### src/design/assert_macros.svh
// ----------------------------------------------------------------------------
// assertion macros used by the tone sequencer datapath
// ----------------------------------------------------------------------------
`ifndef ASSERT_MACROS_SVH
`define ASSERT_MACROS_SVH

// same-cycle implication
`define NTTS_ASSERT_IMP(lbl, clk, rst, ante, cons) \
   lbl: assert property (@(posedge clk) disable iff (rst) (ante) |-> (cons)) \
      else $error("assertion failed: same-cycle check");

// next-cycle implication
`define NTTS_ASSERT_NEXT(lbl, clk, rst, ante, cons) \
   lbl: assert property (@(posedge clk) disable iff (rst) (ante) |=> (cons)) \
      else $error("assertion failed: next-cycle check");

`endif

### src/design/ntts_pkg.sv
`timescale 1ns / 1ps
// ----------------------------------------------------------------------------
// ntts_pkg
// types, constants and lookup functions of the note tab tone sequencer
// ----------------------------------------------------------------------------
package ntts_pkg;

   localparam int ByteW     = 8;
   localparam int WholeW    = 16;
   localparam int OctW      = 4;
   localparam int IdxW      = 4;
   localparam int BaseW     = 15;
   localparam int PitchW    = 30;
   localparam int ClockDivW = 21;
   localparam int DivisorW  = 16;
   localparam int DurW      = 17;
   localparam int CsrIdxW   = 2;
   localparam int CsrDataW  = 16;
   localparam int RspDataW  = 40;
   localparam int SelW      = 2;

   localparam logic [ClockDivW-1:0] ClockHz = 21'd1193180;
   localparam logic [DurW-1:0]      GapMs   = 17'd20;

   localparam logic [WholeW-1:0] WholeReset = 16'd2000;
   localparam logic [OctW-1:0]   TopReset   = 4'd9;

   // register indexes
   localparam logic [CsrIdxW-1:0] RegWholeNote = 2'd0;
   localparam logic [CsrIdxW-1:0] RegTopOctave = 2'd1;

   // result selection codes
   localparam logic [SelW-1:0] SelGap  = 2'd0;
   localparam logic [SelW-1:0] SelRest = 2'd1;
   localparam logic [SelW-1:0] SelTone = 2'd2;

   localparam logic [ByteW-1:0] ChCaret = 8'h5E;
   localparam logic [ByteW-1:0] ChDot   = 8'h2E;
   localparam logic [ByteW-1:0] ChZero  = 8'h30;
   localparam logic [ByteW-1:0] ChNine  = 8'h39;

   typedef struct packed {
      logic lead_gap;
      logic rest;
      logic tone;
      logic tail_gap;
   } ntts_plan_type;

   typedef struct packed {
      logic            capture;
      logic            update;
      logic            div_start;
      logic            load;
      logic [SelW-1:0] sel;
      logic            last;
   } ntts_cmd_type;

   typedef struct packed {
      ntts_plan_type plan;
      logic          div_done;
      logic          out_free;
   } ntts_status_type;

   // {hit, index}
   function automatic logic [IdxW:0] letter_lookup(input logic [ByteW-1:0] b);
      logic [IdxW:0] r;
      case (b)
         8'h61:   r = {1'b1, 4'd0};
         8'h41:   r = {1'b1, 4'd1};
         8'h62:   r = {1'b1, 4'd2};
         8'h63:   r = {1'b1, 4'd3};
         8'h43:   r = {1'b1, 4'd4};
         8'h64:   r = {1'b1, 4'd5};
         8'h44:   r = {1'b1, 4'd6};
         8'h65:   r = {1'b1, 4'd7};
         8'h66:   r = {1'b1, 4'd8};
         8'h46:   r = {1'b1, 4'd9};
         8'h67:   r = {1'b1, 4'd10};
         8'h47:   r = {1'b1, 4'd11};
         default: r = {1'b0, 4'd0};
      endcase
      return r;
   endfunction

   function automatic logic [BaseW-1:0] base_pitch(input logic [IdxW-1:0] idx);
      logic [BaseW-1:0] p;
      case (idx)
         4'd1:    p = 15'd29833;
         4'd2:    p = 15'd31608;
         4'd3:    p = 15'd16744;
         4'd4:    p = 15'd17739;
         4'd5:    p = 15'd18793;
         4'd6:    p = 15'd19912;
         4'd7:    p = 15'd21096;
         4'd8:    p = 15'd22350;
         4'd9:    p = 15'd23680;
         4'd10:   p = 15'd25088;
         4'd11:   p = 15'd26579;
         default: p = 15'd28160;
      endcase
      return p;
   endfunction

endpackage

### src/design/ntts_divider.sv
`timescale 1ns / 1ps
// ----------------------------------------------------------------------------
// ntts_divider
// restoring divider, timer clock over pitch, one quotient bit per cycle
// ----------------------------------------------------------------------------
module ntts_divider (
   input  logic                            clock,
   input  logic                            reset,
   input  logic                            start,
   input  logic [ntts_pkg::PitchW-1:0]     den,
   output logic                            busy,
   output logic [ntts_pkg::DivisorW-1:0]   quotient
);

   localparam int CountW = $clog2(ntts_pkg::ClockDivW + 1);

   logic                              busy_ff, busy_in;
   logic [CountW-1:0]                 cnt_ff, cnt_in;
   logic [ntts_pkg::PitchW-1:0]       rem_ff, rem_in;
   logic [ntts_pkg::PitchW-1:0]       den_ff, den_in;
   logic [ntts_pkg::ClockDivW-1:0]    quo_ff, quo_in;

   logic [ntts_pkg::PitchW:0] trial;
   logic [ntts_pkg::PitchW:0] diff;
   logic                      fits;

   assign trial = {rem_ff, quo_ff[ntts_pkg::ClockDivW-1]};
   assign fits  = trial >= {1'b0, den_ff};
   assign diff  = trial - {1'b0, den_ff};

   always_comb begin
      busy_in = busy_ff;
      cnt_in  = cnt_ff;
      rem_in  = rem_ff;
      den_in  = den_ff;
      quo_in  = quo_ff;
      if (start) begin
         busy_in = 1'b1;
         cnt_in  = '0;
         rem_in  = '0;
         den_in  = den;
         quo_in  = ntts_pkg::ClockHz;
      end else if (busy_ff) begin
         rem_in = fits ? diff[ntts_pkg::PitchW-1:0] : trial[ntts_pkg::PitchW-1:0];
         quo_in = {quo_ff[ntts_pkg::ClockDivW-2:0], fits};
         cnt_in = cnt_ff + 1'b1;
         if (cnt_ff == CountW'(ntts_pkg::ClockDivW - 1)) begin
            busy_in = 1'b0;
         end
      end
   end

   always_ff @(posedge clock) begin
      if (reset) begin
         busy_ff <= 1'b0;
         cnt_ff  <= '0;
      end else begin
         busy_ff <= busy_in;
         cnt_ff  <= cnt_in;
      end
      rem_ff <= rem_in;
      den_ff <= den_in;
      quo_ff <= quo_in;
   end

   assign busy     = busy_ff;
   assign quotient = quo_ff[ntts_pkg::DivisorW-1:0];

endmodule

### src/design/ntts_datapath.sv
`timescale 1ns / 1ps
// ----------------------------------------------------------------------------
// ntts_datapath
// settings, token registers, byte decode, pitch and duration, result register
// ----------------------------------------------------------------------------
`include "assert_macros.svh"

module ntts_datapath (
   input  logic                               clock,
   input  logic                               reset,
   input  logic                               csr_valid,
   output logic                               csr_ready,
   input  logic [ntts_pkg::CsrIdxW-1:0]       csr_index,
   input  logic [ntts_pkg::CsrDataW-1:0]      csr_data,
   input  logic [ntts_pkg::ByteW-1:0]         req_tdata,
   input  logic                               req_tlast,
   output logic                               rsp_tvalid,
   input  logic                               rsp_tready,
   output logic [ntts_pkg::RspDataW-1:0]      rsp_tdata,
   output logic                               rsp_tlast,
   output logic                               rsp_tuser,
   input  ntts_pkg::ntts_cmd_type             cmd,
   output ntts_pkg::ntts_status_type          status
);

   logic [ntts_pkg::WholeW-1:0] whole_ff, whole_in;
   logic [ntts_pkg::OctW-1:0]   top_ff, top_in;

   logic [ntts_pkg::ByteW-1:0]  byte_ff;
   logic                        fin_ff;

   logic [1:0]                  pos_ff, pos_in;
   logic [ntts_pkg::IdxW-1:0]   letter_ff, letter_in;
   logic [ntts_pkg::OctW-1:0]   oct_ff, oct_in;
   logic [ntts_pkg::OctW-1:0]   len_ff, len_in;
   logic                        gap_ff, gap_in;
   logic                        pzero_ff;

   logic                          rsp_valid_ff, rsp_valid_in;
   logic                          rsp_kind_ff, rsp_kind_in;
   logic [ntts_pkg::DivisorW-1:0] rsp_div_ff, rsp_div_in;
   logic [ntts_pkg::DurW-1:0]     rsp_dur_ff, rsp_dur_in;
   logic                          rsp_err_ff, rsp_err_in;
   logic                          rsp_last_ff, rsp_last_in;

   logic [ntts_pkg::IdxW:0]       lk;
   logic                          is_letter;
   logic                          is_digit;
   logic [3:0]                    digit_or_zero;
   logic [ntts_pkg::PitchW-1:0]   base_wide;
   logic [ntts_pkg::PitchW-1:0]   pitch;
   logic [ntts_pkg::WholeW-1:0]   note_base;
   logic [ntts_pkg::DurW-1:0]     tone_dur;
   logic [ntts_pkg::DurW-1:0]     rest_dur;
   logic                          div_busy;
   logic [ntts_pkg::DivisorW-1:0] quotient;
   logic                          out_free;

   assign csr_ready = 1'b1;

   // byte decode
   assign lk            = ntts_pkg::letter_lookup(byte_ff);
   assign is_letter     = lk[ntts_pkg::IdxW];
   assign is_digit      = (byte_ff >= ntts_pkg::ChZero) && (byte_ff <= ntts_pkg::ChNine);
   // low nibble of an ascii digit is its value
   assign digit_or_zero = is_digit ? byte_ff[3:0] : 4'd0;

   assign status.plan.lead_gap = (pos_ff == 2'd0) && gap_ff && (byte_ff != ntts_pkg::ChCaret);
   assign status.plan.rest     = (pos_ff == 2'd0) && is_digit;
   assign status.plan.tone     = (pos_ff == 2'd3);
   assign status.plan.tail_gap = (pos_ff == 2'd3) && fin_ff;
   assign status.div_done      = !div_busy;
   assign status.out_free      = out_free;

   assign out_free = !rsp_valid_ff || rsp_tready;

   // octave shift of the base pitch
   assign base_wide = {{(ntts_pkg::PitchW - ntts_pkg::BaseW){1'b0}},
                       ntts_pkg::base_pitch(letter_ff)};
   always_comb begin
      if (top_ff >= oct_ff) begin
         pitch = base_wide >> (top_ff - oct_ff);
      end else begin
         pitch = base_wide << (oct_ff - top_ff);
      end
   end

   assign note_base = whole_ff >> len_ff;
   assign tone_dur  = (byte_ff == ntts_pkg::ChDot)
                    ? ({1'b0, note_base} + {2'b00, note_base[ntts_pkg::WholeW-1:1]})
                    : {1'b0, note_base};
   assign rest_dur  = {1'b0, whole_ff >> byte_ff[3:0]};

   ntts_divider u_divider (
      .clock    (clock),
      .reset    (reset),
      .start    (cmd.div_start),
      .den      (pitch),
      .busy     (div_busy),
      .quotient (quotient)
   );

   // settings
   always_comb begin
      whole_in = whole_ff;
      top_in   = top_ff;
      if (csr_valid) begin
         unique case (csr_index)
            ntts_pkg::RegWholeNote: whole_in = csr_data;
            ntts_pkg::RegTopOctave: top_in   = csr_data[ntts_pkg::OctW-1:0];
            default: ;
         endcase
      end
   end

   // token state
   always_comb begin
      pos_in    = pos_ff;
      letter_in = letter_ff;
      oct_in    = oct_ff;
      len_in    = len_ff;
      gap_in    = gap_ff;
      if (cmd.update) begin
         case (pos_ff)
            2'd0: begin
               gap_in = 1'b0;
               if (is_letter) begin
                  letter_in = lk[ntts_pkg::IdxW-1:0];
                  pos_in    = 2'd1;
               end
            end
            2'd1: begin
               oct_in = digit_or_zero;
               pos_in = 2'd2;
            end
            2'd2: begin
               len_in = digit_or_zero;
               pos_in = 2'd3;
            end
            default: begin
               pos_in = 2'd0;
               gap_in = !fin_ff;
            end
         endcase
         // last byte of a melody drops any unfinished token
         if (fin_ff) begin
            pos_in = 2'd0;
            gap_in = 1'b0;
         end
      end
   end

   // result register
   always_comb begin
      rsp_valid_in = rsp_valid_ff;
      rsp_kind_in  = rsp_kind_ff;
      rsp_div_in   = rsp_div_ff;
      rsp_dur_in   = rsp_dur_ff;
      rsp_err_in   = rsp_err_ff;
      rsp_last_in  = rsp_last_ff;
      if (cmd.load) begin
         rsp_valid_in = 1'b1;
         rsp_last_in  = cmd.last;
         case (cmd.sel)
            ntts_pkg::SelRest: begin
               rsp_kind_in = 1'b1;
               rsp_div_in  = '0;
               rsp_dur_in  = rest_dur;
               rsp_err_in  = 1'b0;
            end
            ntts_pkg::SelTone: begin
               rsp_kind_in = 1'b0;
               rsp_div_in  = pzero_ff ? '0 : quotient;
               rsp_dur_in  = tone_dur;
               rsp_err_in  = pzero_ff;
            end
            default: begin
               rsp_kind_in = 1'b1;
               rsp_div_in  = '0;
               rsp_dur_in  = ntts_pkg::GapMs;
               rsp_err_in  = 1'b0;
            end
         endcase
      end else if (rsp_tready) begin
         rsp_valid_in = 1'b0;
      end
   end

   always_ff @(posedge clock) begin
      if (reset) begin
         whole_ff     <= ntts_pkg::WholeReset;
         top_ff       <= ntts_pkg::TopReset;
         pos_ff       <= '0;
         letter_ff    <= '0;
         oct_ff       <= '0;
         len_ff       <= '0;
         gap_ff       <= 1'b0;
         rsp_valid_ff <= 1'b0;
      end else begin
         whole_ff     <= whole_in;
         top_ff       <= top_in;
         pos_ff       <= pos_in;
         letter_ff    <= letter_in;
         oct_ff       <= oct_in;
         len_ff       <= len_in;
         gap_ff       <= gap_in;
         rsp_valid_ff <= rsp_valid_in;
      end
      if (cmd.capture) begin
         byte_ff <= req_tdata;
         fin_ff  <= req_tlast;
      end
      if (cmd.div_start) begin
         pzero_ff <= (pitch == '0);
      end
      rsp_kind_ff <= rsp_kind_in;
      rsp_div_ff  <= rsp_div_in;
      rsp_dur_ff  <= rsp_dur_in;
      rsp_err_ff  <= rsp_err_in;
      rsp_last_ff <= rsp_last_in;
   end

   assign rsp_tvalid = rsp_valid_ff;
   assign rsp_tdata  = {{(ntts_pkg::RspDataW - ntts_pkg::DivisorW - ntts_pkg::DurW - 1){1'b0}},
                        rsp_err_ff, rsp_dur_ff, rsp_div_ff};
   assign rsp_tlast  = rsp_last_ff;
   assign rsp_tuser  = rsp_kind_ff;

   `NTTS_ASSERT_IMP(a_load_free, clock, reset, cmd.load, out_free)
   `NTTS_ASSERT_IMP(a_start_idle, clock, reset, cmd.div_start, !div_busy)
   `NTTS_ASSERT_NEXT(a_start_busy, clock, reset, cmd.div_start, div_busy)
   `NTTS_ASSERT_IMP(a_tone_done, clock, reset, cmd.load && (cmd.sel == ntts_pkg::SelTone), !div_busy)

endmodule

### src/design/ntts_ctrl.sv
`timescale 1ns / 1ps
// ----------------------------------------------------------------------------
// ntts_ctrl
// sequencer: takes a byte, decides its results, issues them one at a time
// ----------------------------------------------------------------------------
module ntts_ctrl (
   input  logic                       clock,
   input  logic                       reset,
   input  logic                       req_tvalid,
   output logic                       req_tready,
   input  ntts_pkg::ntts_status_type  status,
   output ntts_pkg::ntts_cmd_type     cmd
);

   localparam logic [2:0] StIdle   = 3'd0;
   localparam logic [2:0] StDecode = 3'd1;
   localparam logic [2:0] StLead   = 3'd2;
   localparam logic [2:0] StRest   = 3'd3;
   localparam logic [2:0] StDiv    = 3'd4;
   localparam logic [2:0] StTone   = 3'd5;
   localparam logic [2:0] StTail   = 3'd6;

   logic [2:0]              state_ff, state_in;
   ntts_pkg::ntts_plan_type plan_ff, plan_in;

   assign req_tready = (state_ff == StIdle);

   always_comb begin
      state_in = state_ff;
      plan_in  = plan_ff;
      cmd      = '0;
      unique case (state_ff)
         StIdle: begin
            if (req_tvalid) begin
               cmd.capture = 1'b1;
               state_in    = StDecode;
            end
         end
         StDecode: begin
            cmd.update    = 1'b1;
            plan_in       = status.plan;
            cmd.div_start = status.plan.tone;
            if (status.plan.lead_gap) begin
               state_in = StLead;
            end else if (status.plan.rest) begin
               state_in = StRest;
            end else if (status.plan.tone) begin
               state_in = StDiv;
            end else begin
               state_in = StIdle;
            end
         end
         StLead: begin
            if (status.out_free) begin
               cmd.load = 1'b1;
               cmd.sel  = ntts_pkg::SelGap;
               cmd.last = !plan_ff.rest;
               state_in = plan_ff.rest ? StRest : StIdle;
            end
         end
         StRest: begin
            if (status.out_free) begin
               cmd.load = 1'b1;
               cmd.sel  = ntts_pkg::SelRest;
               cmd.last = 1'b1;
               state_in = StIdle;
            end
         end
         StDiv: begin
            if (status.div_done) begin
               state_in = StTone;
            end
         end
         StTone: begin
            if (status.out_free) begin
               cmd.load = 1'b1;
               cmd.sel  = ntts_pkg::SelTone;
               cmd.last = !plan_ff.tail_gap;
               state_in = plan_ff.tail_gap ? StTail : StIdle;
            end
         end
         StTail: begin
            if (status.out_free) begin
               cmd.load = 1'b1;
               cmd.sel  = ntts_pkg::SelGap;
               cmd.last = 1'b1;
               state_in = StIdle;
            end
         end
         default: begin
            state_in = StIdle;
         end
      endcase
   end

   always_ff @(posedge clock) begin
      if (reset) begin
         state_ff <= StIdle;
         plan_ff  <= '0;
      end else begin
         state_ff <= state_in;
         plan_ff  <= plan_in;
      end
   end

endmodule

### src/design/note_tab_tone_sequencer_top.sv
`timescale 1ns / 1ps
// ----------------------------------------------------------------------------
// note_tab_tone_sequencer_top
// melody text in, tone and silence descriptors out
// ----------------------------------------------------------------------------
// req channel: one melody character per item, req_tlast marks the final one.
// rsp channel: one tone or silence per item; rsp_tuser is the kind (1 silence),
// rsp_tlast marks the last result caused by one character.
// csr channel: index 0 whole-note length in ms, index 1 top octave; always
// ready; the user must write it only while idle, the block does not enforce it.
// a leading gap, or a rest with no gap before it, is presented once its
// character is taken and decoded; a tone appears after its separator once the
// 21-step restoring divider that forms the timer divisor is done, then its gap.
// a new character is taken only when every result of the previous one has
// been loaded into the result register.
// reset: token state clears, settings return to 2000 ms and octave 9, no
// result is pending.
// a stalled rsp holds the result register; the next character is still taken
// and stops only when it needs the occupied result register.
// ----------------------------------------------------------------------------
module note_tab_tone_sequencer_top (
   input  logic                               clock,
   input  logic                               reset,
   input  logic                               csr_valid,
   output logic                               csr_ready,
   input  logic [ntts_pkg::CsrIdxW-1:0]       csr_index,
   input  logic [ntts_pkg::CsrDataW-1:0]      csr_data,
   input  logic                               req_tvalid,
   output logic                               req_tready,
   input  logic [ntts_pkg::ByteW-1:0]         req_tdata,   // [7:0] tab_byte
   input  logic                               req_tlast,
   output logic                               rsp_tvalid,
   input  logic                               rsp_tready,
   // [15:0] divisor, [32:16] duration_ms, [33] pitch_error, [39:34] zero
   output logic [ntts_pkg::RspDataW-1:0]      rsp_tdata,
   output logic                               rsp_tlast,
   output logic                               rsp_tuser    // [0] kind
);

   ntts_pkg::ntts_cmd_type    cmd;
   ntts_pkg::ntts_status_type status;

   ntts_ctrl u_ctrl (
      .clock      (clock),
      .reset      (reset),
      .req_tvalid (req_tvalid),
      .req_tready (req_tready),
      .status     (status),
      .cmd        (cmd)
   );

   ntts_datapath u_datapath (
      .clock      (clock),
      .reset      (reset),
      .csr_valid  (csr_valid),
      .csr_ready  (csr_ready),
      .csr_index  (csr_index),
      .csr_data   (csr_data),
      .req_tdata  (req_tdata),
      .req_tlast  (req_tlast),
      .rsp_tvalid (rsp_tvalid),
      .rsp_tready (rsp_tready),
      .rsp_tdata  (rsp_tdata),
      .rsp_tlast  (rsp_tlast),
      .rsp_tuser  (rsp_tuser),
      .cmd        (cmd),
      .status     (status)
   );

endmodule
### config.mk
export PLATFORM = sky130hd
export DESIGN_NAME = note_tab_tone_sequencer_top
export DESIGN_NICKNAME = d
export VERILOG_FILES = /design/src/design/ntts_pkg.sv /design/src/design/ntts_divider.sv /design/src/design/ntts_datapath.sv /design/src/design/ntts_ctrl.sv /design/src/design/note_tab_tone_sequencer_top.sv
export VERILOG_INCLUDE_DIRS = /design/src /design/src/design
export SDC_FILE = /design/constraint.sdc
export NUM_CORES = 1
export LEC_CHECK = 0
export BUFFER_PORTS_ARGS = -buffer_cell sky130_fd_sc_hd__buf_2
export CORE_MARGIN = 1
export CORE_UTILIZATION = 49
export DETAILED_ROUTE_END_ITERATION = 10
export PLACE_DENSITY = 0.66
export SYNTH_ARGS = -nofsm -noshare
export SYNTH_HDL_FRONTEND = slang
export SYNTH_SLANG_ARGS = --single-unit
### constraint.sdc
create_clock -name clock -period 6.5 [get_ports clock]
set_input_delay 0.65 -clock clock [delete_from_list [all_inputs] [get_ports clock]]
set_output_delay 0.65 -clock clock [all_outputs]
set_load 0.05 [all_outputs]
Word level (Yosys, flattened, before mapping)
Memory sizes are Yosys's and may differ from the RTL's. A register that Yosys moved wholly into a read port is not among the register bits.
Index checks and enable logic that the tools add are counted.
{ "totals": {"mem_count": 1, "romBits": 224, "regBits": 174, "out_inout_bits": 45} }
{ "mem_list": {"columns": ["name", "depth", "width", "rd", "rd_clocked_by_memory_dff", "write_ports", "line", "source"], "rows": [
  ["(no name shown)", 16, 14, 1, 1, 0, "ntts_pkg.sv:87", "case (idx)"]
]} }
{ "op_classes": {"n_bitwise": 1, "n_eq_ne": 34, "muxes": 38, "addsub": 5, "magnitude_cmp": 4, "shifts": 4, "reduce_logical": 27} }
{ "op_table": {"columns": ["cell", "count"], "rows": [
  ["8-bit by 7-bit equality test with 1-bit output (second input constant)", 12],
  ["30-bit two-way mux", 2],
  ["5-bit one-hot mux with 12 select lines", 1],
  ["17-bit one-hot mux with 2 select lines", 1],
  ["16-bit by 4-bit >> shifter with 16-bit output", 2],
  ["31-bit by 30-bit greater-or-equal comparator with 1-bit output", 1],
  ["30-bit logical NOT", 1],
  ["15-bit by 4-bit << shifter with 30-bit output", 1],
  ["15-bit by 4-bit >> shifter with 30-bit output", 1],
  ["30-bit subtractor", 1],
  ["4-bit two-way mux", 7],
  ["3-bit two-way mux", 9],
  ["3-bit one-hot mux with 6 select lines", 1],
  ["16-bit by 15-bit adder with 17-bit output", 1],
  ["17-bit two-way mux", 1],
  ["4-bit one-hot mux with 4 select lines", 1],
  ["2-bit AND reduction", 6],
  ["3-bit equality test (second input constant)", 3],
  ["1-bit two-way mux", 9],
  ["8-bit by 6-bit equality test with 1-bit output (second input constant)", 1],
  ["8-bit by 6-bit greater-or-equal comparator with 1-bit output (second input constant)", 1],
  ["8-bit by 6-bit less-or-equal comparator with 1-bit output (second input constant)", 1],
  ["2-bit two-way mux", 4],
  ["2-bit by 1-bit != test with 1-bit output (second input constant)", 4],
  ["other kinds (23)", 41]
]} }

Depth between registers and ports, before layout
{ "logic_depth": {"word_depth": 7, "ltp_mapped": 20, "depth_no_buf": 18} }

Modules after synthesis
Synthesis repeated with hierarchy kept, for this count alone.
{ "hier_totals": {"cells_unflattened": 1485, "hier_area_um2": 13201.4} }
{ "by_module_without_submodules": {"columns": ["mod", "cells_each", "instances", "seq_area_each_um2", "area_each_um2"], "rows": [
  ["ntts_datapath", 880, 1, 2382.3, 7626.1],
  ["ntts_divider", 551, 1, 2042.0, 5137.4],
  ["ntts_ctrl", 54, 1, 100.1, 437.9]
]} }

Worst setup path before layout
OpenSTA, ideal clock, no wires.
{ "synth_timing": {"path_kind": "register to register", "from": "register u_datapath.len_ff[1] (netlist name)", "to": "register u_datapath.rsp_dur_ff[14] (netlist name) (data pin)", "t_arrival_ns": 3.416, "setup_ns": 0.267, "setup_slack_ns": 2.817, "required_ns": 6.233, "path_stages_with_launch": 17, "n_path_buf": 1, "cell_sequence": "dfxtp_1 > buf_1 > mux2i_1 > mux4_2 > o21ai_0 > ha_1 > inv_1 > fa_1 > nor2b_1 > o21ai_0 > a21oi_1 > nor3_1 > o41ai_1 > a21oi_1 > nor2_1 > xor2_1 > o21ai_0"} }
{ "synth_via": {"elab_chain_cells": 4} }
{ "synth_rtl": {"columns": ["item", "line", "source"], "rows": [
  ["start: declaration", "ntts_datapath.sv:35", "logic [ntts_pkg::OctW-1:0] len_ff, len_in;"],
  ["start signal: assignment", "ntts_datapath.sv:205", "len_ff <= len_in;"],
  ["16-bit by 4-bit >> shifter with 16-bit output *", "ntts_datapath.sv:88", "assign note_base = whole_ff >> len_ff;"],
  ["16-bit by 15-bit adder with 17-bit output", "ntts_datapath.sv:90", "? ({1'b0, note_base} + {2'b00, note_base[ntts_pkg::WholeW-1:1]})"],
  ["17-bit two-way mux *", "ntts_datapath.sv:90", null],
  ["17-bit one-hot mux with 2 select lines *", "ntts_datapath.sv:164", "case (cmd.sel)"],
  ["end signal: assignment", "ntts_datapath.sv:218", "rsp_dur_ff <= rsp_dur_in;"],
  ["end: declaration", "ntts_datapath.sv:42", "logic [ntts_pkg::DurW-1:0] rsp_dur_ff, rsp_dur_in;"]
]} }
Every way passes the cells marked *; elsewhere a longest branch is shown, timed or not.
A chain may end at the register's enable or synchronous reset.

Final worst setup path
Ends and elaborated chain as after synthesis.

==> flow_metrics.tcl <==
set metrics [dict create \
    status "finished, final reports clean" \
    grt_pass1_wl_mm 51.3 \
    worst-setup-path-type "register to register" \
    place_area_um2 13500 \
    ir_worst_vdd_mv 0.148 \
    path_max_fanout 21 \
    post-place-ws_ns 2.05 \
    drc 0 \
    post_cts_buffers 0 \
    syn-instance-count 1527 \
    synth_common_cells "nand2_1 (172), a21oi_1 (136), nor2_1 (123), dfxtp_1 (112), mux2i_1 (105)" \
    syn2layout_area_growth_pct 8.80 \
    cts_max_level 4 \
    grt_start_max_net_pins 53 \
    yosysWarnings 0 \
    setup-tns-final_ns 0 \
    wirelength_mm 31.8 \
    synth_seq_cells 188 \
    drv_slew 0 \
    n_fill_cell 2435 \
    finalHoldViolations 0 \
    synth.largest_area_cell "edfxtp_1" \
    cp-startpoint "u_datapath.len_ff[1]" \
    syn_area_per_cell_um2 8.51 \
    hp-class "input port to register" \
    async_reset_ff_frac 0 \
    gp_congestion 0.972 \
    start_util 0.499 \
    worstPathArrival_ns 4.75 \
    clock_latency_ns 0.45 \
    drive_above_1_share 0.104 \
    p_leak_nw 5.75 \
    setup_violations 0 \
    finalCriticalPeriod_ns 4.57 \
    rr_startpoint "u_datapath.len_ff[1]" \
    num_rows 59 \
    cts_num_sinks 188 \
    ys_seq_area_frac 0.348 \
    synth.distinct_cells 76 \
    cts-root-buf "clkbuf_16" \
    io_buffer_count 69 \
    overflow 0 \
    ff2ff_path_depth 15 \
    antenna_left 0 \
    fin_skew_ns 0.0150 \
    hold_ws_ns 0.377 \
    cts-resized-gates 0 \
    clk_pin_slew_ns 0.08 \
    period_share 0.703 \
    finish.instance_area_um2 14100 \
    die_x_um 165 \
    clockBufferDepth 2 \
    yosysMostFrequentCell "nand2_1" \
    clock.fmax_mhz 219 \
    fp.coreArea_um2 26100 \
    worst_slew_pin_slew_ns 1.04 \
    die_h_um 165 \
    maxCapViolCount 0 \
    place_inst 1855 \
    critical_path.endpoint "u_datapath.rsp_dur_ff[14]" \
    die-area_um2 27200 \
    first_iter_violations 901 \
    io_pins 77 \
    slew_headroom 0.305 \
    diodes 0 \
    synth_edf_count 76 \
    cts_hold_buffers 0 \
    final_cells 1887 \
    finalWorstSetupSlack_ns 1.93 \
    wire_per_inst_um 16.8 \
    num_vias 11000 \
    tritoncts "built" \
    synth_top_area_frac 0.176 \
    cp-start-kind "register" \
    track_usage 0.237 \
    cts_buffers 17 \
    dr.pass1.iters 5 \
    antenna_found_initial 0 \
    routed_via_density 5.85 \
    syn_area_um2 13000 \
    endpoint_kind "register" \
    yosys-top-cells-area "edfxtp_1 (18%), dfxtp_1 (17%), mux2i_1 (8.1%)" \
    grt_pass1_vias 10100 \
    power_density_nw_per_um2 231 \
    synth_flop_cell "dfxtp_1" \
    rsz0062_at_grt "false" \
    nNetsFinal 1643 \
    r2r-end "u_datapath.rsp_dur_ff[14]" \
    r2r_slack_ns 1.93 \
    cp.required_ns 6.67 \
    hpwlAfterDp_mm 23.8 \
]
[routing by layer]
layer	up-vias	track usage	routed length, um
met3	51	0.0311	1490
met1	5147	0.320	14700
li1	5503	-	-
met4	0	0.0822	722
met5	-	0	0
met2	339	0.389	14900
[cell usage in the layout, fill, tap and decap left out, types with 9 or more instances in the layout]
master	netlist	routed
a21o_1	18	18
buf_2	4	69
o31ai_1	9	9
a21oi_1	136	136
mux4_2	13	13
o22ai_1	12	12
nand3_1	25	25
nand4_1	13	13
a22oi_1	11	11
nor2_1	123	122
a31oi_1	12	12
and3_1	14	14
nor3_1	44	44
edfxtp_1	76	76
and2_1	27	27
nand2_1	172	172
ha_1	68	68
xnor2_1	29	29
clkbuf_16	0	17
o21ai_0	98	98
mux2i_1	105	105
mux2_2	12	12
nor2b_1	23	23
nand2b_1	12	12
dfxtp_1	112	111
a211oi_1	31	31
nand3b_1	14	14
xor2_1	24	24
buf_4	8	12
inv_1	82	82
[state kept, by name, summed over array words and instances, names as in the netlist, 2 cells and up]
register / cells
u_datapath.byte_ff: 8
u_datapath.base_wide: 14
u_datapath.u_divider.rem_ff: 30
u_datapath.letter_ff: 4
u_datapath.whole_ff: 16
u_ctrl.state_ff: 3
u_datapath.u_divider.cnt_ff: 5
u_datapath.u_divider.den_ff: 30
u_ctrl.plan_ff: 2
u_datapath.pos_ff: 2
u_datapath.len_ff: 4
u_datapath.rsp_div_ff: 16
u_datapath.rsp_dur_ff: 17
u_datapath.oct_ff: 4
u_datapath.top_ff: 4
u_datapath.u_divider.quo_ff: 21
[worst max-delay path, cell delays in order (launching register included)]
cell     delay [ns]
dfxtp_1        0.87
mux2i_1        0.21
o21ai_0        0.52
mux4_2         0.40
ha_1           0.18
inv_1          0.06
fa_1           0.41
nor2b_1        0.12
o21ai_0        0.11
a21oi_1        0.31
nor3_1         0.09
o41ai_1        0.49
a21oi_1        0.16
nor2_1         0.17
xor2_1         0.15
o21ai_0        0.08
[where the power goes]
| group | internal (mW) | switching [mW] |
|---|---|---|
| clock | 0.553 | 0.581 |
| sequential | 1.28 | 0.0622 |
| combinational | 0.317 | 0.470 |
[worst min-delay path by stage]
stage / to / start / cells after the start / slack, ns
finish: u_datapath.byte_ff[3] / req_tdata[3] / 1 / 0.38
global placement: u_datapath.oct_ff[3] / u_datapath.oct_ff[3] / 2 / 0.45
floorplan: u_datapath.oct_ff[3] / u_datapath.oct_ff[3] / 2 / 0.44
CTS: u_datapath.byte_ff[3] / req_tdata[3] / 1 / 0.37
detailed placement: u_datapath.oct_ff[3] / u_datapath.oct_ff[3] / 2 / 0.46
global route: u_datapath.byte_ff[3] / req_tdata[3] / 1 / 0.36
[kinds of logic after synthesis]
logic type,Yosys count,share of synthesized area
AO/OA/AOI/OAI,395,0.187
XOR/XNOR,53,0.0357
adder cells (fa/ha/maj),72,0.0716
buffers and inverters,180,0.0558
flip-flops,188,0.348
multiplexers,130,0.114
other,2,0.000578
AND/OR/NAND/NOR,507,0.187
[area by class of cell]
type | instances | area, um^2 | share of cell area
flip-flops and latches | 188 | 4530 | 0.320
clock buffers | 17 | 425 | 0.0301
inverters | 87 | 327 | 0.0231
clock inverters | 15 | 233 | 0.0165
multi-input cells | 1164 | 7780 | 0.550
repair buffers | 81 | 435 | 0.0308
well taps | 335 | 419 | 0.0296
[per-stage QoR]
step | util | total power [mW]
after floorplan | - | 1.99
after global placement | 0.518 | 2.14
after detailed placement | 0.518 | 2.15
after CTS | 0.543 | 3.29
after global routing | 0.543 | 3.43
final | 0.543 | 3.27
No activity file was read; power rests on OpenSTA's default activity.
